$ cat src/hbps_div.sv
module hbps_div (
  input  logic        clk,
  input  logic        rst_n,
  input  logic        start,
  input  logic [31:0] dividend,
  input  logic [16:0] divisor,
  output logic        done,
  output logic [31:0] quotient
);

  logic [31:0] q_r, q_nxt;
  logic [17:0] rem_r, rem_nxt;
  logic [16:0] d_r;
  logic [5:0]  cnt_r, cnt_nxt;
  logic        busy_r, busy_nxt;
  logic        done_r, done_nxt;
  logic [17:0] trial;
  logic [17:0] shifted;

  assign shifted = {rem_r[16:0], q_r[31]};
  assign trial   = shifted - {1'b0, d_r};

  always_comb begin
    q_nxt    = q_r;
    rem_nxt  = rem_r;
    cnt_nxt  = cnt_r;
    busy_nxt = busy_r;
    done_nxt = 1'b0;
    if (start && !busy_r) begin
      q_nxt    = dividend;
      rem_nxt  = '0;
      cnt_nxt  = 6'd32;
      busy_nxt = 1'b1;
    end else if (busy_r) begin
      if (!trial[17]) begin
        rem_nxt = trial;
        q_nxt   = {q_r[30:0], 1'b1};
      end else begin
        rem_nxt = shifted;
        q_nxt   = {q_r[30:0], 1'b0};
      end
      cnt_nxt = cnt_r - 6'd1;
      if (cnt_r == 6'd1) begin
        busy_nxt = 1'b0;
        done_nxt = 1'b1;
      end
    end
  end

  always_ff @(posedge clk) begin
    if (!rst_n) begin
      busy_r <= 1'b0;
      done_r <= 1'b0;
      cnt_r  <= '0;
    end else begin
      busy_r <= busy_nxt;
      done_r <= done_nxt;
      cnt_r  <= cnt_nxt;
    end
    q_r   <= q_nxt;
    rem_r <= rem_nxt;
    if (start && !busy_r) d_r <= divisor;
  end

  assign done     = done_r;
  assign quotient = q_r;

endmodule

$ cat config.mk
export PLATFORM = sky130hd
export DESIGN_NAME = hbps_div
export DESIGN_NICKNAME = d
export VERILOG_FILES = /design/src/hbps_div.sv
export SDC_FILE = /design/constraint.sdc
export NUM_CORES = 1
export LEC_CHECK = 0
export BUFFER_PORTS_ARGS = -buffer_cell sky130_fd_sc_hd__buf_4
export CAP_MARGIN = 20
export CORE_ASPECT_RATIO = 1.75
export CORE_MARGIN = 4
export CORE_UTILIZATION = 30
export CTS_CLUSTER_SIZE = 14
export DETAILED_ROUTE_END_ITERATION = 8
export GPL_ROUTABILITY_DRIVEN = 0
export GPL_TIMING_DRIVEN = 1
export PLACE_DENSITY = 0.55
export REMOVE_ABC_BUFFERS = 1
export SETUP_SLACK_MARGIN = 0.5
export SLEW_MARGIN = 30
export SYNTH_ARGS = -nofsm -noshare
export SYNTH_HDL_FRONTEND = slang
export SYNTH_SLANG_ARGS = --single-unit
$ cat constraint.sdc
create_clock -name clk -period 2.3 [get_ports clk]
set_input_delay 0.46 -clock clk [delete_from_list [all_inputs] [get_ports clk]]
set_output_delay 0.46 -clock clk [all_outputs]
set_load 0.005 [all_outputs]
* Word-level counts from Yosys, hierarchy flattened
Index checks and enable logic that the tools add are counted.
Storage, ports and cells: memories 0, memory bits (read-only) 0, RAM bits 0, register bits after elaboration 74, bits in latches 0
Operators by class: shift operators 0, $mul 0, reduce and logical (&&, ||, !) cells 5, $lt $le $gt $ge 0, $add $sub $neg 2, divide/modulo/power cells 0, eq/ne operators 1, mux-type cells 10, bitwise operators 2
Operator list (number):
- 2-to-1 mux 32 bit | 2
- subtractor 18 x 17 -> 18 bit | 1
- 2-to-1 mux 17 bit | 1
- 2-to-1 mux 6 bit | 2
- equality test 6 x 1 -> 1 bit, second input constant | 1
- subtractor 6 x 1 -> 6 bit, second input constant | 1
- 2-to-1 mux 1 bit | 5
- OR reduction 3 bit | 1
- NOT 1 bit | 2
- nonzero test 2 bit | 1
- OR reduction 2 bit | 1
- logical AND 1 bit | 1
- zero test 1 bit | 1

* Logic depth before layout (Yosys ltp)
Gate-level depths: netlist (run 1).
depth in word-level cells 4, depth in mapped cells 11, depth with buffers taken out 10

* Least setup slack after synthesis (run 1)
No wires, ideal clock.
kind reg-to-reg, from register q_r[31], in the netlist quotient[31], to register rem_r[14], cell stages (with the launch flop) 11, period minus slack after synthesis 2.405 ns, path buffers 0, setup slack -0.105 ns, setup time 0.117 ns, arrival 2.289 ns, path through edfxtp_1 inv_1 ha_1 fa_1 nand2b_1 a21oi_1 nor2_1 o311ai_0 xor2_1 mux2_2 a22o_1
On the way: longest elaborated chain between the ends 2
RTL lines:
- start, declared | line 11 | logic [31:0] q_r, q_nxt;
- start signal, assigned | line 60 | q_r <= q_nxt;
- subtractor 18 x 17 -> 18 bit | line 21 | assign trial = shifted - {1'b0, d_r};
- 2-to-1 mux 17 bit | line 35 | if (!trial[17]) begin
- end signal, assigned | line 61 | rem_r <= rem_nxt;
- end, declared | line 12 | logic [17:0] rem_r, rem_nxt;
Every way passes these cells. A chain may end at the register's enable or synchronous reset.

* Worst setup path after layout (run 1)
from register d_r[1], to register rem_r[14]
On the way: longest elaborated chain between the ends 2
RTL lines:
- start, declared | line 13 | logic [16:0] d_r;
- start signal, assigned | line 62 | if (start && !busy_r) d_r <= divisor;
- subtractor 18 x 17 -> 18 bit | line 21
- 2-to-1 mux 17 bit | line 35
Every way passes these cells.

==> flow_summary_export.csv, run 1 <==
group,metric,value,unit
placed_design,io_buffers,84,
logic_synthesis,synthDominantCellAreaShare,38.4,%
drt,vias,3026,
worst_setup_path,worstPathRequired,2520,ps
drt,drtPass1Iterations,4,
clocking,clk_pin_slew,60,ps
logic_synthesis,netlist_instances,337,
sta,fin_crit,2360,ps
floorplan,die_w,93.4,um
logic_synthesis,ys_seq_elements,74,
finish,synthToLayoutAreaGrowth,42.6,%
clocking,cts_tree,"done",
worst_setup_path,startpoint_type,"register",
finish,final_util,43.7,%
logic_synthesis,yosys.area.top_type,"edfxtp_1",
sta,max_freq,0.423,GHz
finish,drive_gt1_share,43.8,%
floorplan,rows,54,
floorplan,die_h,157,um
logic_synthesis,ys_seq_area_share,51.5,%
finish,final_area,0.00546,sq mm
min_path,min_path_cells,1,
power_and_ir_drop,p_leak,2.30,nW
sta,relSlewSlack,71.4,%
floorplan,dieArea,0.0147,sq mm
drt,via_per_inst,4.76,
sta,tightest_slew,429,ps
worst_setup_path,cp_max_fo,4,
status,violations,"negative setup slack",
clocking,clkLatencyLatePin,330,ps
logic_synthesis,synth_cell_types,43,
global_routing,antenna_found_initial,0,
floorplan,start_util,30.6,%
global_routing,grt_max_degree,53,
finish,layout_commonest_cell,"buf_4",
drt,wl_per_cell,15.0,um
sta,rsz0062_at_grt,"yes",
global_routing,grt_usage,13.7,%
flow_run,cap_violations,0,
sta,setup_violations,10,
worst_setup_path,ff2ff_path_depth,10,
floorplan,core-area,0.0125,sq mm
floorplan,ios,85,
drt,ant_nets,0,
power_and_ir_drop,power.density,671,mW/mm^2
global_routing,grt_first_pass_wirelength,15700,um
clocking,hold_buffers,0,
logic_synthesis,synth_area_per_cell,11.4,sq um
status,status,"finished with violations",
drt,drc,0,
global_routing,grt_pass1_vias,3312,
placed_design,dpl.hpwl,7010,um
placed_design,dpl_cell_area,0.00491,sq mm
clocking,clock_path_buffers,2,
logic_synthesis,synthArstFlopShare,0,%
logic_synthesis,synth_edf_count,49,
sta,drv_slew,0,
sta,fin_crit_sh,103,%
sta,skew,8.80,ps
clocking,clockRootBuffer,"clkbuf_16",
finish,final_nets,535,
worst_setup_path,crit_type,"register to register",
clocking,cts_buffers,9,
logic_synthesis,ys_warn_count,0,
min_path,hp-class,"input port to register",
drt,drt_iter0_drc,100,
sta,setup_slack,-64.3,ps
worst_setup_path,cp-end-kind,"register",
worst_setup_path,cp.arrival,2590,ps
power_and_ir_drop,ir_worst_vdd,438,uV
finish,final_cell_mix,"123 x buf_4, 49 x edfxtp_1, 31 x mux2_2",
clocking,cts.sink_count,74,
logic_synthesis,synth_top_flop_cell,"edfxtp_1",
finish,diodes,0,
logic_synthesis,synth_area_leaders,"edfxtp_1 38%, dfxtp_1 13%, mux2_2 10%",
sta,hold_violations,0,
clocking,cts_max_level,3,
global_routing,overflow,0,
drt,wl,9530,um
logic_synthesis,synth_area,0.00383,sq mm
## kinds of logic after synthesis
logic type	share of synthesized area [%]
AO/OA/AOI/OAI	11.5
buffers and inverters	4.12
adder cells (fa/ha/maj)	6.73
AND/OR/NAND/NOR	10.9
XOR/XNOR	3.89
multiplexers	11.3
flip-flops	51.5
## power by group
| part | switching (W) | internal [W] | total [W] |
|---|---|---|---|
| clock | 0.000541 | 0.000895 | 0.00144 |
| sequential | 0.0000625 | 0.00156 | 0.00162 |
| combinational | 0.000261 | 0.000348 | 0.000608 |
## layout make-up
cell class | instances | area [sq um]
Sequential cell | 74 | 1970
Fill cell | 1189 | 7040
Inverter | 23 | 86.3
Tap cell | 168 | 210
Multi-Input combinational cell | 224 | 1850
Timing Repair Buffer | 131 | 1020
Clock inverter | 2 | 16.3
Clock buffer | 14 | 297
## critical path: stages (launching register included)
cell and delay, ps:
edfxtp_1 370, inv_2 50, ha_4 270, nand2b_4 50, a21o_1 180, a211o_1 320
nor3b_4 170, o211ai_4 210, buf_6 150, mux2_4 300, a22o_1 170
## registers in the layout, summed over array words and instances (netlist names)
signal,cells
done,1
quotient,32
busy_r,1
rem_r,17
d_r,17
cnt_r,6
## per-stage QoR
step | setup TNS, ps | cells | power (W) | worst slack (ps) | hold slack [ps]
after detailed placement | -1560 | 612 | 0.00223 | -264 | 465
after CTS | -393 | 633 | 0.00371 | -66.7 | 288
final | -371 | 636 | 0.00366 | -64.3 | 300
after global placement | -1050 | 612 | 0.00222 | -194 | 456
after floorplan | -66200 | 321 | 0.00191 | -1290 | 434
after global routing | -2040 | 636 | 0.00386 | -180 | 284
## synth_stat cells, types with 2 or more instances
cell type	number
edfxtp_1	49
mux2_2	35
nand2_1	26
dfxtp_1	25
inv_1	23
ha_1	19
a21oi_1	18
nor2_1	14
xnor2_1	11
nand3_1	9
o21ai_0	9
clkbuf_1	8
nand2b_1	8
o211ai_1	8
nor3_1	7
a22o_1	6
nand4_1	6
xor2_1	6
a21o_1	5
nor3b_1	5
buf_1	4
mux2i_1	4
a211oi_1	3
buf_2	3
o21ai_1	3
a311o_1	2
a311oi_1	2
a31oi_1	2
and2_1	2
nor2b_1	2
## worst paths after layout
| path | start | endpoint | slack, ps |
|---|---|---|---|
| setup / recovery | d_r[1] | rem_r[14] | -60 |
| hold / removal | divisor[3] | d_r[3] | 300 |
| setup reg to reg | d_r[1] | rem_r[14] | -60 |
| hold reg to reg | cnt_r[5] | cnt_r[5] | 470 |
## repair_timing
action,in CTS,in global routing
setup buffers,4,3
resized for setup,19,23
cloned,1,0
setup endpoints to repair,18,19
pin swaps,5,5
## metal layers
layer	vias to the layer above	track usage [%]	routed length [um]
met5	-	0	0
met4	0	6.15	238
met3	11	2.53	364
met2	62	26.5	5390
met1	1472	13.8	3540
li1	1481	-	-
(Power assumes the default switching activity.)
==> run 2: changes to the inputs <==
--- a/config.mk
+++ b/config.mk
@@ -5,16 +5,16 @@
 export SDC_FILE = /design/constraint.sdc
 export NUM_CORES = 1
 export LEC_CHECK = 0
-export BUFFER_PORTS_ARGS = -buffer_cell sky130_fd_sc_hd__buf_4
+export BUFFER_PORTS_ARGS = -buffer_cell sky130_fd_sc_hd__clkbuf_2
 export CAP_MARGIN = 20
 export CORE_ASPECT_RATIO = 1.75
 export CORE_MARGIN = 4
-export CORE_UTILIZATION = 30
+export CORE_UTILIZATION = 40
 export CTS_CLUSTER_SIZE = 14
 export DETAILED_ROUTE_END_ITERATION = 8
 export GPL_ROUTABILITY_DRIVEN = 0
 export GPL_TIMING_DRIVEN = 1
-export PLACE_DENSITY = 0.55
+export PLACE_DENSITY = 0.68
 export REMOVE_ABC_BUFFERS = 1
 export SETUP_SLACK_MARGIN = 0.5
 export SLEW_MARGIN = 30
==> flow_summary_export.csv, run 2 (synthesized netlist as in run 1, its figures left out) <==
group,metric,value,unit
drt,wl,8790,um
drt,via_per_inst,5.13,
worst_setup_path,cp_max_fo,3,
worst_setup_path,crit_slowest_cell,"edfxtp_1",
finish,final_cell_mix,"84 x clkbuf_2, 49 x edfxtp_1, 36 x buf_4",
placed_design,dpl.hpwl,6310,um
global_routing,grt_usage,17.2,%
drt,drtPass1Iterations,5,
power_and_ir_drop,p_leak,2.24,nW
power_and_ir_drop,power.density,727,mW/mm^2
clocking,clk_pin_slew,60,ps
worst_setup_path,crit_cells,10,
worst_setup_path,cp-end-kind,"register",
worst_setup_path,startpoint_type,"register",
clocking,clock_path_buffers,2,
sta,rsz0062_at_grt,"yes",
worst_setup_path,crit_path_start,"d_r[4]",
floorplan,dieArea,0.0113,sq mm
worst_setup_path,r2r_end,"rem_r[13]",
finish,largest_reg_flops,32,
clocking,cts.sink_count,74,
global_routing,overflow,0,
finish,layout_commonest_cell,"clkbuf_2",
clocking,cts_max_level,3,
min_path,min_path_cells,1,
clocking,clkLatencyLatePin,340,ps
flow_run,cap_violations,0,
global_routing,grt_max_degree,46,
clocking,cts_tree,"done",
power_and_ir_drop,ir_worst_vdd,513,uV
sta,relSlewSlack,79.0,%
sta,tightest_slew,313,ps
min_path,min_to,"d_r[4]",
worst_setup_path,crit_type,"register to register",
finish,n_fill_cell,805,
worst_setup_path,ff2ff_setup_slack,-50,ps
sta,setup_slack,-52.6,ps
worst_setup_path,r2r-start,"d_r[4]",
drt,drt_iter0_drc,129,
sta,setup_violations,8,
floorplan,rows,47,
placed_design,dp_worst_setup_slack,-256,ps
worst_setup_path,slowest_delay,340,ps
min_path,hp-class,"input port to register",
sta,fin_crit,2350,ps
worst_setup_path,ff2ff_path_depth,10,
floorplan,ios,85,
floorplan,die_h,137,um
worst_setup_path,cp_cell_sequence,"inv_2 > ha_4 > o211ai_1 > a21o_1 > a211o_1 > nor3b_4 > o211ai_4 > buf_6 > mux2_4 > a22o_1",
sta,max_freq,0.425,GHz
status,status,"finished with violations",
finish,drive_gt1_share,44.3,%
clocking,clockRootBuffer,"clkbuf_16",
clocking,cts_buffers,9,
floorplan,core-area,0.00941,sq mm
placed_design,io_buffers,84,
placed_design,dp.cells,564,
sta,fin_crit_sh,102,%
drt,wl_per_cell,15.0,um
finish,final_nets,532,
floorplan,start_util,40.7,%
drt,drc,0,
global_routing,grt_pass1_vias,3254,
sta,drv_slew,0,
finish,diodes,0,
drt,ant_nets,0,
global_routing,grt_first_pass_wirelength,14600,um
global_routing,antenna_found_initial,0,
finish,synthToLayoutAreaGrowth,36.3,%
drt,vias,3009,
worst_setup_path,cp.arrival,2580,ps
finish,finalNonFillerCells,587,
min_path,hold_path_startpoint,"divisor[4]",
sta,skew,7.31,ps
worst_setup_path,worstPathRequired,2530,ps
worst_setup_path,path_buf_inv,2,
status,violations,"negative setup slack",
floorplan,die_w,81.9,um
sta,hold_violations,0,
worst_setup_path,cp_top_family,"compound AO/OA/AOI/OAI gates",
-- run 2: cell types whose count changed in the layout (fill, tap and decap cells not counted), sizes merged --
cell	before	now
clkinv	1	2
inv	23	24
clkbuf	14	93
bufinv	0	3
buf	131	44
-- run 2: through the flow --
step	utilization, %	power [W]	instance area (sq um)	hold slack [ps]	setup TNS (ps)
floorplan	-	0.00191	3760	434	-66200
global placement	49.2	0.00215	4630	454	-950
detailed placement	49.2	0.00216	4630	456	-1550
CTS	54.7	0.00380	5140	282	-140
global route	55.4	0.00395	5220	281	-1230
finish	55.4	0.00379	5220	292	-260
-- run 2: metal layers --
layer	wire [um]	global-route usage (%)	vias to the layer above
met3	312	4.12	23
met4	279	8.32	0
li1	-	-	1476
met1	3270	17.4	1437
met2	4930	31.8	73
met5	0	0	-
-- run 2: how the worst max path moves through the flow --
stage          slack, ps      endpoint
2_1_floorplan      -1290  quotient[10]
3_3_place_gp        -170     rem_r[14]
3_5_place_dp        -260     rem_r[14]
4_1_cts              -30     rem_r[14]
5_1_grt             -120      rem_r[8]
6_report             -50     rem_r[13]
-- run 2: layout make-up --
type                       count  area, sq um  area share (%)
clock buffer                   9          225            4.32
tap                          122          153            2.93
inverter                      23         86.3            1.66
multi-input combinational    224         1870            35.9
timing repair buffer         128          790            15.1
sequential                    74         1970            37.8
clock inverter                 7          116            2.23
-- run 2: power by group --
part           switching (W)  total [W]  internal (W)
Combinational       0.000264   0.000566      0.000302
Clock               0.000545    0.00160       0.00106
Sequential         0.0000650    0.00162       0.00156
-- run 2: timing repair --
action                     in CTS  in global routing
gates resized for setup        32                 10
hold buffers                    0                  0
pin swaps                      12                  8
setup endpoints to repair      18                 50
setup buffers                   6                  1
